## src/hdl/lps_pkg.sv

```systemverilog
// Shared constants, types and helpers of the RGB LED pulse serializer.
`default_nettype none
package lps_pkg;

	localparam int BITS_PER_PIXEL = 24;
	localparam int PIXEL_W        = 24;
	localparam int COLOR_W        = 8;
	localparam int TICK_W         = 6;
	localparam int CNT_W          = $clog2(BITS_PER_PIXEL + 1);
	localparam int CFG_IDX_W      = 3;
	localparam int QUEUE_DEPTH    = 2;
	localparam int QPTR_W         = $clog2(QUEUE_DEPTH);
	localparam int QCNT_W         = $clog2(QUEUE_DEPTH + 1);

	localparam logic [TICK_W-1:0] ONE_HIGH_RST  = TICK_W'(18);
	localparam logic [TICK_W-1:0] ONE_LOW_RST   = TICK_W'(5);
	localparam logic [TICK_W-1:0] ZERO_HIGH_RST = TICK_W'(5);
	localparam logic [TICK_W-1:0] ZERO_LOW_RST  = TICK_W'(18);

	localparam logic ACT_LOAD = 1'b0;
	localparam logic ACT_TICK = 1'b1;

	typedef enum logic [CFG_IDX_W-1:0] {
		REG_ONE_HIGH  = 3'd0,
		REG_ONE_LOW   = 3'd1,
		REG_ZERO_HIGH = 3'd2,
		REG_ZERO_LOW  = 3'd3
	} cfg_reg_t;

	// Classified item as it travels from the front end to the back end.
	typedef struct packed {
		logic               is_tick;
		logic [PIXEL_W-1:0] pixel;
	} lps_cmd_t;

	typedef struct packed {
		logic line_level;
		logic busy_res;
		logic pixel_done;
		logic load_refused;
	} lps_res_t;

	// A phase time of zero still lasts one tick.
	function automatic logic [TICK_W-1:0] at_least_one(input logic [TICK_W-1:0] t);
		return (t == '0) ? TICK_W'(1) : t;
	endfunction

endpackage
`default_nettype wire

```

## src/hdl/lps_ifs.sv

```systemverilog
// Handshake interfaces for pixel items, result items and configuration writes.
`default_nettype none
interface lps_in_if;
	import lps_pkg::*;
	logic               valid;
	logic               ready;
	logic               action;
	logic [COLOR_W-1:0] red;
	logic [COLOR_W-1:0] green;
	logic [COLOR_W-1:0] blue;
	modport source (output valid, output action, output red, output green, output blue,
		input ready);
	modport sink (input valid, input action, input red, input green, input blue,
		output ready);
endinterface

interface lps_out_if;
	logic valid;
	logic ready;
	logic line_level;
	logic busy_res;
	logic pixel_done;
	logic load_refused;
	modport source (output valid, output line_level, output busy_res, output pixel_done,
		output load_refused, input ready);
	modport sink (input valid, input line_level, input busy_res, input pixel_done,
		input load_refused, output ready);
endinterface

interface lps_cfg_if;
	import lps_pkg::*;
	logic                 valid;
	logic                 ready;
	logic [CFG_IDX_W-1:0] index;
	logic [TICK_W-1:0]    data;
	modport source (output valid, output index, output data, input ready);
	modport sink (input valid, input index, input data, output ready);
endinterface
`default_nettype wire

```

## src/hdl/lps_front.sv

```systemverilog
// Front end: accepts items, classifies them and packs the pixel word in send order.
`default_nettype none
module lps_front (
	lps_in_if.sink             pix,
	output logic               push,
	output lps_pkg::lps_cmd_t  push_cmd,
	input  logic               full
);
	import lps_pkg::*;

	assign pix.ready = !full;
	assign push      = pix.valid && !full;

	// Green goes out first, then red, then blue, each MSB first.
	always_comb begin
		push_cmd.is_tick = (pix.action == ACT_TICK);
		push_cmd.pixel   = {pix.green, pix.red, pix.blue};
	end

endmodule
`default_nettype wire

```

## src/hdl/lps_queue.sv

```systemverilog
// Short queue that decouples the front end from the waveform engine.
`default_nettype none
module lps_queue (
	input  logic               clk,
	input  logic               arst_n,
	input  logic               push,
	input  lps_pkg::lps_cmd_t  push_cmd,
	output logic               full,
	input  logic               pop,
	output logic               head_valid,
	output lps_pkg::lps_cmd_t  head_cmd
);
	import lps_pkg::*;

	lps_cmd_t          entry_q [QUEUE_DEPTH];
	logic [QPTR_W-1:0] wr_ptr_q;
	logic [QPTR_W-1:0] rd_ptr_q;
	logic [QCNT_W-1:0] count_q;

	assign full       = (count_q == QCNT_W'(QUEUE_DEPTH));
	assign head_valid = (count_q != '0);
	assign head_cmd   = entry_q[rd_ptr_q];

	always_ff @(posedge clk) begin
		if (push) begin
			entry_q[wr_ptr_q] <= push_cmd;
		end
	end

	always_ff @(posedge clk or negedge arst_n) begin
		if (!arst_n) begin
			wr_ptr_q <= '0;
			rd_ptr_q <= '0;
			count_q  <= '0;
		end else begin
			if (push) begin
				wr_ptr_q <= (wr_ptr_q == QPTR_W'(QUEUE_DEPTH - 1)) ? '0 : wr_ptr_q + 1'b1;
			end
			if (pop) begin
				rd_ptr_q <= (rd_ptr_q == QPTR_W'(QUEUE_DEPTH - 1)) ? '0 : rd_ptr_q + 1'b1;
			end
			case ({push, pop})
				2'b10:   count_q <= count_q + 1'b1;
				2'b01:   count_q <= count_q - 1'b1;
				default: count_q <= count_q;
			endcase
		end
	end

`ifndef ASSERT_OFF
	a_count_bound: assert property (@(posedge clk) disable iff (!arst_n)
		count_q <= QCNT_W'(QUEUE_DEPTH))
		else $error("queue count exceeds depth");
	a_pop_nonempty: assert property (@(posedge clk) disable iff (!arst_n)
		pop |-> head_valid)
		else $error("pop from empty queue");
`endif

endmodule
`default_nettype wire

```

## src/hdl/lps_back.sv

```systemverilog
// Back end: timing registers, bit waveform engine and the result register.
`default_nettype none
module lps_back (
	input  logic               clk,
	input  logic               arst_n,
	lps_cfg_if.sink            cfg,
	input  logic               head_valid,
	input  lps_pkg::lps_cmd_t  head_cmd,
	output logic               pop,
	lps_out_if.source          res
);
	import lps_pkg::*;

	logic [TICK_W-1:0]  one_high_q, one_low_q, zero_high_q, zero_low_q;
	logic [PIXEL_W-1:0] shift_q, shift_nx;
	logic [CNT_W-1:0]   remaining_q, remaining_nx;
	logic               high_q, high_nx;
	logic [TICK_W-1:0]  ticks_q, ticks_nx, ticks_dec;
	logic               res_valid_q;
	lps_res_t           res_q, res_nx;
	logic               busy;

	function automatic logic [TICK_W-1:0] pick_time(input logic b,
		input logic [TICK_W-1:0] one_t, input logic [TICK_W-1:0] zero_t);
		return at_least_one(b ? one_t : zero_t);
	endfunction

	assign cfg.ready = 1'b1;
	assign pop       = head_valid && (!res_valid_q || res.ready);
	assign busy      = (remaining_q != '0);
	assign ticks_dec = (ticks_q != '0) ? ticks_q - 1'b1 : ticks_q;

	always_comb begin
		shift_nx     = shift_q;
		remaining_nx = remaining_q;
		high_nx      = high_q;
		ticks_nx     = ticks_q;
		res_nx       = '0;
		if (!head_cmd.is_tick) begin
			if (busy) begin
				res_nx.load_refused = 1'b1;
				res_nx.line_level   = high_q;
			end else begin
				shift_nx     = head_cmd.pixel;
				remaining_nx = CNT_W'(BITS_PER_PIXEL);
				high_nx      = 1'b1;
				ticks_nx     = pick_time(head_cmd.pixel[PIXEL_W-1], one_high_q, zero_high_q);
			end
		end else if (busy) begin
			res_nx.line_level = high_q;
			ticks_nx          = ticks_dec;
			if (ticks_dec == '0) begin
				if (high_q) begin
					high_nx  = 1'b0;
					ticks_nx = pick_time(shift_q[PIXEL_W-1], one_low_q, zero_low_q);
				end else begin
					// Bits past the pixel word shift in as zero bits.
					shift_nx     = {shift_q[PIXEL_W-2:0], 1'b0};
					remaining_nx = remaining_q - 1'b1;
					if (remaining_q == CNT_W'(1)) begin
						res_nx.pixel_done = 1'b1;
						ticks_nx          = '0;
					end else begin
						high_nx  = 1'b1;
						ticks_nx = pick_time(shift_q[PIXEL_W-2], one_high_q, zero_high_q);
					end
				end
			end
		end
		res_nx.busy_res = (remaining_nx != '0);
	end

	always_ff @(posedge clk or negedge arst_n) begin
		if (!arst_n) begin
			one_high_q  <= ONE_HIGH_RST;
			one_low_q   <= ONE_LOW_RST;
			zero_high_q <= ZERO_HIGH_RST;
			zero_low_q  <= ZERO_LOW_RST;
		end else if (cfg.valid) begin
			case (cfg_reg_t'(cfg.index))
				REG_ONE_HIGH:  one_high_q  <= cfg.data;
				REG_ONE_LOW:   one_low_q   <= cfg.data;
				REG_ZERO_HIGH: zero_high_q <= cfg.data;
				REG_ZERO_LOW:  zero_low_q  <= cfg.data;
				default:       ;
			endcase
		end
	end

	always_ff @(posedge clk or negedge arst_n) begin
		if (!arst_n) begin
			shift_q     <= '0;
			remaining_q <= '0;
			high_q      <= 1'b0;
			ticks_q     <= '0;
			res_valid_q <= 1'b0;
		end else begin
			if (pop) begin
				shift_q     <= shift_nx;
				remaining_q <= remaining_nx;
				high_q      <= high_nx;
				ticks_q     <= ticks_nx;
				res_valid_q <= 1'b1;
			end else if (res.ready) begin
				res_valid_q <= 1'b0;
			end
		end
	end

	always_ff @(posedge clk) begin
		if (pop) begin
			res_q <= res_nx;
		end
	end

	assign res.valid        = res_valid_q;
	assign res.line_level   = res_q.line_level;
	assign res.busy_res     = res_q.busy_res;
	assign res.pixel_done   = res_q.pixel_done;
	assign res.load_refused = res_q.load_refused;

`ifndef ASSERT_OFF
	a_idle_low: assert property (@(posedge clk) disable iff (!arst_n)
		!busy |-> !high_q)
		else $error("high phase while idle");
	a_done_idle: assert property (@(posedge clk) disable iff (!arst_n)
		pop && res_nx.pixel_done |=> !busy && res.valid)
		else $error("pixel done left engine busy");
	a_refuse_busy: assert property (@(posedge clk) disable iff (!arst_n)
		res.valid && res.load_refused |-> res.busy_res)
		else $error("refused load reported while idle");
`endif

endmodule
`default_nettype wire

```

## src/hdl/rgb_led_pulse_serializer.sv

```systemverilog
// Top level of the RGB LED pulse serializer.
// Each result item comes from the result register after its item has passed through the queue.
// Throughput: one item per cycle while the result receiver is ready.
// A two-entry queue separates acceptance from the engine; a result register drives out.
// Reset clears queue, engine state and result valid, and loads default timings.
`default_nettype none
module rgb_led_pulse_serializer (
	input  logic       clk,
	input  logic       arst_n,
	lps_in_if.sink     pix,
	lps_out_if.source  res,
	lps_cfg_if.sink    cfg
);
	import lps_pkg::*;

	logic     push, full, pop, head_valid;
	lps_cmd_t push_cmd, head_cmd;

	lps_front u_front (
		.pix      (pix),
		.push     (push),
		.push_cmd (push_cmd),
		.full     (full)
	);

	lps_queue u_queue (
		.clk        (clk),
		.arst_n     (arst_n),
		.push       (push),
		.push_cmd   (push_cmd),
		.full       (full),
		.pop        (pop),
		.head_valid (head_valid),
		.head_cmd   (head_cmd)
	);

	lps_back u_back (
		.clk        (clk),
		.arst_n     (arst_n),
		.cfg        (cfg),
		.head_valid (head_valid),
		.head_cmd   (head_cmd),
		.pop        (pop),
		.res        (res)
	);

endmodule
`default_nettype wire

```

## src/flat_wrapper.sv

```systemverilog
// flat-port wrapper written by rule: the top's interface ports become plain ports
module rgb_led_pulse_serializer_flat import lps_pkg::*;
  (clk, arst_n, pix_valid, pix_action, pix_red, pix_green, pix_blue, pix_ready, res_valid, res_line_level, res_busy_res, res_pixel_done, res_load_refused, res_ready, cfg_valid, cfg_index, cfg_data, cfg_ready);
  lps_in_if pix_i ();
  lps_out_if res_i ();
  lps_cfg_if cfg_i ();
  input  logic clk;
  input  logic arst_n;
  input wire logic [$bits(pix_i.valid)-1:0] pix_valid;
  input wire logic [$bits(pix_i.action)-1:0] pix_action;
  input wire logic [$bits(pix_i.red)-1:0] pix_red;
  input wire logic [$bits(pix_i.green)-1:0] pix_green;
  input wire logic [$bits(pix_i.blue)-1:0] pix_blue;
  output wire logic [$bits(pix_i.ready)-1:0] pix_ready;
  output wire logic [$bits(res_i.valid)-1:0] res_valid;
  output wire logic [$bits(res_i.line_level)-1:0] res_line_level;
  output wire logic [$bits(res_i.busy_res)-1:0] res_busy_res;
  output wire logic [$bits(res_i.pixel_done)-1:0] res_pixel_done;
  output wire logic [$bits(res_i.load_refused)-1:0] res_load_refused;
  input wire logic [$bits(res_i.ready)-1:0] res_ready;
  input wire logic [$bits(cfg_i.valid)-1:0] cfg_valid;
  input wire logic [$bits(cfg_i.index)-1:0] cfg_index;
  input wire logic [$bits(cfg_i.data)-1:0] cfg_data;
  output wire logic [$bits(cfg_i.ready)-1:0] cfg_ready;
  assign pix_i.valid = pix_valid;
  assign pix_i.action = pix_action;
  assign pix_i.red = pix_red;
  assign pix_i.green = pix_green;
  assign pix_i.blue = pix_blue;
  assign pix_ready = pix_i.ready;
  assign res_valid = res_i.valid;
  assign res_line_level = res_i.line_level;
  assign res_busy_res = res_i.busy_res;
  assign res_pixel_done = res_i.pixel_done;
  assign res_load_refused = res_i.load_refused;
  assign res_i.ready = res_ready;
  assign cfg_i.valid = cfg_valid;
  assign cfg_i.index = cfg_index;
  assign cfg_i.data = cfg_data;
  assign cfg_ready = cfg_i.ready;
  rgb_led_pulse_serializer u_core (.clk(clk), .arst_n(arst_n), .pix(pix_i), .res(res_i), .cfg(cfg_i));
endmodule
```

## config.mk

```make
export PLATFORM = sky130hd
export DESIGN_NAME = rgb_led_pulse_serializer_flat
export DESIGN_NICKNAME = d
export VERILOG_FILES = /design/src/hdl/lps_pkg.sv /design/src/hdl/lps_ifs.sv /design/src/hdl/lps_front.sv /design/src/hdl/lps_queue.sv /design/src/hdl/lps_back.sv /design/src/hdl/rgb_led_pulse_serializer.sv /design/src/flat_wrapper.sv
export SDC_FILE = /design/constraint.sdc
export NUM_CORES = 1
export LEC_CHECK = 0
export ABC_AREA = 1
export ABC_CLOCK_PERIOD_IN_PS = 6350
export BUFFER_PORTS_ARGS = -buffer_cell sky130_fd_sc_hd__buf_4
export CORE_MARGIN = 2
export CORE_UTILIZATION = 65
export DETAILED_ROUTE_END_ITERATION = 7
export GPL_TIMING_DRIVEN = 1
export HOLD_SLACK_MARGIN = 0.06
export PLACE_DENSITY = 0.83
export REMOVE_ABC_BUFFERS = 1
export SYNTH_ARGS = -nofsm -noshare
export SYNTH_HDL_FRONTEND = slang
export SYNTH_HIERARCHICAL = 1
export SYNTH_SLANG_ARGS = --single-unit
```

## constraint.sdc

```tcl
create_clock -name clk -period 6.35 [get_ports clk]
set_input_delay 0.635 -clock clk [delete_from_list [all_inputs] [get_ports clk]]
set_output_delay 0.635 -clock clk [all_outputs]
set_load 0.05 [all_outputs]
```

# [Yosys cells after proc, flatten, opt, wreduce, memory -nomap -nowiden]
# Memories as Yosys holds them, arrays and structs flattened.
# Cells that the tools add are included.
# W data, S select, Z words.
[op_classes] n_eq_ne=11 n_addsub=6 reduce_logical=24 n_mux=38 bitwise_logic=3
[ops] operator="$mux W24" count=5
[ops] operator="$mux W6" count=13
[ops] operator="$mux W5" count=5
[ops] operator="$logic_not A6 Y1" count=4
[ops] operator="$mux W1" count=14
[ops] operator="$reduce_bool A5 Y1" count=2
[ops] operator="$reduce_and A2 Y1" count=4
[ops] operator="$eq A3 B2 Y1 const B" count=2
[ops] operator="$reduce_bool A2 Y1" count=3
[ops] operator="$reduce_bool A6 Y1" count=1
[ops] operator="$sub A6 B1 Y6 const B" count=1
[ops] operator="$eq A5 B1 Y1 const B" count=1
[ops] operator="$reduce_and A5 Y1" count=1
[ops] operator="$sub A5 B1 Y5 const B" count=1
[ops] operator="$eq A2 B2 Y1 const B" count=2
[ops] operator="$ne A2 B1 Y1 const B" count=2
[ops] operator="$ne A2 B2 Y1 const B" count=2
[ops] operator="$pmux W2 S2" count=1
[ops] operator="$reduce_and A4 Y1" count=1
[ops] operator="$reduce_or A4 Y1" count=1
[ops] operator="$eq A3 B1 Y1 const B" count=1
[ops] operator="$logic_not A3 Y1" count=1
[ops] operator="$not A1 Y1" count=3
[ops] operator="$reduce_and A3 Y1" count=1
[ops] operator="7 further kinds" count=10
[word_totals] ram_bits=50 out_inout_bits=7 inputBits=39 wordCells=99 memories=1 ff_bits=69
[memory_table] name="u_core.u_queue.entry_q" depth=2 word_bits=25 read_ports=1 rd_clocked_by_memory_dff=0 write_ports=1 line="lps_queue.sv:15" source="lps_cmd_t entry_q [QUEUE_DEPTH];"

# [Logic depth before layout (Yosys ltp)]
[logic_depth] depth_word=8 mapped_depth=15 depth_no_buf=15

# [Cells and area by module]
# The synthesis kept the hierarchy.
[modules_own_cells] module="lps_back" cells_per_inst=461 area_each_um2=3618.5 n_inst=1 seq_area_each_um2=1656.6
[modules_own_cells] module="lps_queue" cells_per_inst=155 area_each_um2=2204.6 n_inst=1 seq_area_each_um2=1601.5
[modules_own_cells] module="lps_front" cells_per_inst=28 area_each_um2=201.4 n_inst=1 seq_area_each_um2=0.0

# [Worst setup path before layout]
# No wires, ideal clock.
[synth_path] path_kind="register to register" from="register u_core.u_queue.rd_ptr_q" to="register u_core.u_back.shift_q[10]" arrival_time_ns=2.409 setup_time_ns=0.130 path_stages_with_launch=14 synth_period_minus_slack_ns=2.538 path_buffers=5 path_slack_ns=3.812 required_ns=6.220 cell_sequence="dfrtp_1 buf_6 buf_12 o21ai_2 clkbuf_1 clkinv_1 clkbuf_1 ha_1 nand2_1 nor2_1 nand2_4 clkinv_4 buf_4 a31oi_2"
[synth_rtl] item="start: declaration" line="lps_queue.sv:17" source="logic [QPTR_W-1:0] rd_ptr_q;"
[synth_rtl] item="start signal: assignment" line="lps_queue.sv:40" source="rd_ptr_q <= (rd_ptr_q == QPTR_W'(QUEUE_DEPTH - 1)) ? '0 : rd_ptr_q + 1'b1;"
[synth_rtl] item="end signal: assignment" line="lps_back.sv:99" source="shift_q <= shift_nx;"
[synth_rtl] item="end: declaration" line="lps_back.sv:15" source="logic [PIXEL_W-1:0] shift_q, shift_nx;"

==> impl_results.html <==
<table>
<tr><th>Metric</th><th>Value</th></tr>
<tr><th colspan="2">Timing</th></tr>
<tr><td>Final Critical Period</td><td>3996 ps</td></tr>
<tr><td>Share of the clock period used by the worst path</td><td>62.93%</td></tr>
<tr><td>Setup_tns</td><td>0 ps</td></tr>
<tr><td>Clock skew after layout</td><td>10.44 ps</td></tr>
<tr><td>Total count of hold-check failures in the final report</td><td>0</td></tr>
<tr><td>Unrepaired setup endpoints after global routing</td><td>no</td></tr>
<tr><td>Highest Clock Rate</td><td>0.2503 GHz</td></tr>
<tr><td>Rel. slew slack</td><td>33.12%</td></tr>
<tr><td>Slew @ Worst Pin</td><td>1002 ps</td></tr>
<tr><td>Pins Over Slew Limit</td><td>0</td></tr>
<tr><td>Final setup violation count</td><td>0</td></tr>
<tr><th colspan="2">CTS</th></tr>
<tr><td>CTS HTree Levels</td><td>4</td></tr>
<tr><td>Clk slew on worst S/H paths</td><td>60 ps</td></tr>
<tr><td>Clock Tree Root</td><td>clkbuf_8</td></tr>
<tr><td>Hold_buf cts</td><td>0</td></tr>
<tr><td>Resized cells post-CTS</td><td>0</td></tr>
<tr><td>Clock tree from TritonCTS</td><td>done</td></tr>
<tr><td>Clk buf depth</td><td>2</td></tr>
<tr><td>Clk_lat worst skew</td><td>510 ps</td></tr>
<tr><td># Post-CTS Setup Buffers</td><td>0</td></tr>
<tr><td>Clock buffers created by TritonCTS</td><td>17</td></tr>
<tr><td>Clock sink count</td><td>119</td></tr>
<tr><th colspan="2">Synthesis</th></tr>
<tr><td>Top-area cell type share of the netlist area</td><td>26.92%</td></tr>
<tr><td>Cells after Synth</td><td>644</td></tr>
<tr><td>Adder and majority gate portion of the synthesized area</td><td>1.246%</td></tr>
<tr><td>Flop and latch count out of synthesis</td><td>119</td></tr>
<tr><td>Xor and xnor fraction of the mapped netlist area</td><td>0.7269%</td></tr>
<tr><td>Predominant post-synthesis flop cell</td><td>dfrtp_1</td></tr>
<tr><td>Ys Warns</td><td>6</td></tr>
<tr><td>Most frequent cells after synthesis</td><td>175 x nand2_1, 80 x inv_1, 57 x dfrtp_1, 54 x edfxtp_1, 41 x o21ai_0</td></tr>
<tr><td>Synthesized area per cell</td><td>9.355 um2</td></tr>
<tr><td>Unique masters post-synth</td><td>38</td></tr>
<tr><td>Area contributors post-synth</td><td>edfxtp_1 27%, dfrtp_1 24%, nand2_1 11%</td></tr>
<tr><td>Post-Synthesis Cell Area</td><td>6025 um2</td></tr>
<tr><td>Fraction of the yosys area taken by sequential cells</td><td>54.08%</td></tr>
<tr><td>Most used standard cell by instance count after synthesis</td><td>nand2_1</td></tr>
<tr><td>Mux cell area share after synthesis</td><td>0.9969%</td></tr>
<tr><td>Biggest area consumer among synthesized cells</td><td>edfxtp_1</td></tr>
<tr><td>Fraction of the mapped netlist area in compound gates</td><td>13.00%</td></tr>
<tr><td>Simple-gate area share of the yosys netlist</td><td>18.05%</td></tr>
<tr><td>Share of async-settable or async-resettable flops after synthesis</td><td>54.62%</td></tr>
<tr><td>Number of synthesized flops with an enable pin</td><td>54</td></tr>
<tr><td>Dominant combinational cell family by area after synthesis</td><td>simple AND/OR/NAND/NOR gates</td></tr>
<tr><th colspan="2">Setup path</th></tr>
<tr><td>Data arrival time of the critical path</td><td>4420 ps</td></tr>
<tr><td>Req. time, crit path</td><td>6770 ps</td></tr>
<tr><td>Kind of critical path</td><td>reg2reg</td></tr>
<tr><td>Critical Path Start Type</td><td>register</td></tr>
<tr><td>Worst-path fanout max</td><td>51</td></tr>
<tr><td>Crit end category</td><td>register</td></tr>
<tr><th colspan="2">Power and ir drop</th></tr>
<tr><td>Static Leakage</td><td>3.079 nW</td></tr>
<tr><td>Largest vdd supply drop</td><td>0.2502 mV</td></tr>
<tr><td>Power per Cell Area</td><td>460.2 nW/um2</td></tr>
<tr><td>Total design power</td><td>3.082 mW</td></tr>
<tr><th colspan="2">Outcome</th></tr>
<tr><td>Result of the run</td><td>completed</td></tr>
<tr><th colspan="2">Cells and area</th></tr>
<tr><td>Non-filler cells, final</td><td>783</td></tr>
<tr><td>Count of nets after finishing</td><td>704</td></tr>
<tr><td>Final antenna diode count</td><td>0</td></tr>
<tr><td>Area growth syn-to-layout</td><td>11.17%</td></tr>
<tr><td>Fraction of layout cells with a size suffix above 1</td><td>20.68%</td></tr>
<tr><th colspan="2">Floorplan</th></tr>
<tr><td>Full die area</td><td>10060 um2</td></tr>
<tr><td>Core Region</td><td>9109 um2</td></tr>
<tr><td>Floorplan die height</td><td>100.3 um</td></tr>
<tr><td>Die Span X</td><td>100.3 um</td></tr>
<tr><td>Initial standard-cell utilization of the core</td><td>66.14%</td></tr>
<tr><td>Row count</td><td>35</td></tr>
<tr><td>Number of placed I/O pins</td><td>46</td></tr>
<tr><th colspan="2">Detailed routing</th></tr>
<tr><td>Antenna viol nets, final</td><td>0</td></tr>
<tr><td>Number of design rule violations left after detail routing</td><td>0</td></tr>
<tr><td>Routed len/inst</td><td>14.31 um</td></tr>
<tr><td>Routed WL</td><td>11.21 mm</td></tr>
<tr><td>1st-pass router iterations</td><td>5</td></tr>
<tr><td>Average via count per standard cell</td><td>5.512</td></tr>
<tr><td>Via total after detailed routing</td><td>4316</td></tr>
<tr><td>Initial drt markers</td><td>242</td></tr>
<tr><th colspan="2">Global routing</th></tr>
<tr><td>Pin count of the biggest net entering global routing</td><td>66</td></tr>
<tr><td>Antenna violations before repair</td><td>0</td></tr>
<tr><td>Number of global-route vias before repair</td><td>4367</td></tr>
<tr><td>Total Routing Usage GR</td><td>24.42%</td></tr>
<tr><td>Remaining global-route overflow</td><td>0</td></tr>
<tr><td>Global-route wire length before repair</td><td>19.23 mm</td></tr>
<tr><th colspan="2">Placement</th></tr>
<tr><td>DP Cell Count</td><td>750</td></tr>
<tr><td>Buffers on Ports</td><td>44</td></tr>
<tr><td>Routability-driven placement congestion ratio</td><td>0.9446</td></tr>
<tr><td>Sum of net half-perimeters after detailed placement</td><td>7.215 mm</td></tr>
<tr><th colspan="2">Run</th></tr>
<tr><td># Max-Cap Violations</td><td>0</td></tr>
<tr><th colspan="2">Min path</th></tr>
<tr><td>Hold crit path type</td><td>in2async</td></tr>
</table>
logic make-up after synthesis:
logic type,after synthesis
AO/OA/AOI/OAI,116
buffers and inverters,136
other,1
adder cells (fa/ha/maj),6
AND/OR/NAND/NOR,255
multiplexers,6
XOR/XNOR,5
flip-flops,119
worst paths after layout:
path | startpoint | cells past startpoint | slack (ps) | endpoint
setup / recovery | u_core/u_queue/rd_ptr_q$_DFFE_PN0P_ | 12 | 2350 | u_core/u_back/shift_q[18]$_DFFE_PN0P_
hold / removal | arst_n | 1 | 220 | u_core/u_back/one_low_q[4]$_DFFE_PN0P_
setup reg to reg | u_core/u_queue/rd_ptr_q$_DFFE_PN0P_ | 12 | 2350 | u_core/u_back/shift_q[18]$_DFFE_PN0P_
hold reg to reg | u_core/u_back/zero_low_q[0]$_DFFE_PN0P_ | 2 | 490 | u_core/u_back/zero_low_q[0]$_DFFE_PN0P_
max in group asynchronous | arst_n | 1 | 5540 | u_core/u_queue/rd_ptr_q$_DFFE_PN0P_
min in group clk | pix_green[0] | 1 | 310 | u_core/u_queue/entry_q[1][16]$_DFFE_PP_
stage by stage:
| stage | hold slack [ps] | cell area, um2 | utilization [%] | worst slack, ps |
|---|---|---|---|---|
| after floorplan | 339.4 | 5635 | - | 1990 |
| after global placement | 452.6 | 6123 | 67.23 | 2698 |
| after detailed placement | 473.1 | 6123 | 67.23 | 2422 |
| after CTS | 233.2 | 6683 | 73.37 | 2352 |
| after global routing | 268.2 | 6698 | 73.53 | 1953 |
| final | 217.1 | 6698 | 73.53 | 2354 |
final cells by class:
class                   instances  area [um2]
repair buffers                 47       360.3
flip-flops and latches        119        3259
clock buffers                  18       417.9
well taps                     111       138.9
multi-input cells             389        2056
inverters                      85       324.1
clock inverters                14       141.4
fillers                       659        2411
sequential cells by signal, summed over array words and instances (netlist names):
name,flops
u_core/u_back/high_q,1
u_core/u_back/one_high_q,6
u_core/u_back/one_low_q,6
u_core/u_back/remaining_q,5
u_core/u_back/res.busy_res,1
u_core/u_back/res.line_level,1
u_core/u_back/res.load_refused,1
u_core/u_back/res.pixel_done,1
u_core/u_back/res.valid,1
u_core/u_back/shift_q,24
u_core/u_back/ticks_q,6
u_core/u_back/zero_high_q,6
u_core/u_back/zero_low_q,6
u_core/u_queue/count_q,2
u_core/u_queue/entry_q,50
u_core/u_queue/rd_ptr_q,1
u_core/u_queue/wr_ptr_q,1
cells in the final DEF, fill, tap and decap left out, drive strengths merged, types with 14 or more instances in the layout:
cell type	Yosys	final
o21ai	77	77
edfxtp	54	54
nand3	26	26
nor2	38	38
dfrtp	57	57
inv	82	90
nand2	178	178
clkbuf	13	18
a31oi	14	14
buf	38	47
per-layer routing:
layer,vias up,track usage [%],routed length [um]
li1,2125,-,-
met1,2038,30.00,4689
met2,139,42.08,5788
met3,14,6.267,599
met4,0,8.430,127
met5,-,0,0
worst max-delay path, stage by stage (launching register included):
cell	delay (ps)
dfrtp_2	340
buf_4	520
nand2_1	140
o21ai_2	80
buf_4	390
clkinv_1	730
ha_1	570
nand2_1	140
nor2_1	290
nand2_4	100
clkinv_4	270
o211ai_1	160
o21ai_0	100
power by group:
group / internal, mW / leakage, nW / total, mW / switching (mW)
combinational: 0.335 / 1.53 / 1.05 / 0.719
sequential: 1.02 / 1.27 / 1.13 / 0.112
clock: 0.531 / 0.274 / 0.893 / 0.362
total: 1.89 / 3.08 / 3.08 / 1.19
No activity file was read; power rests on OpenSTA's default activity.
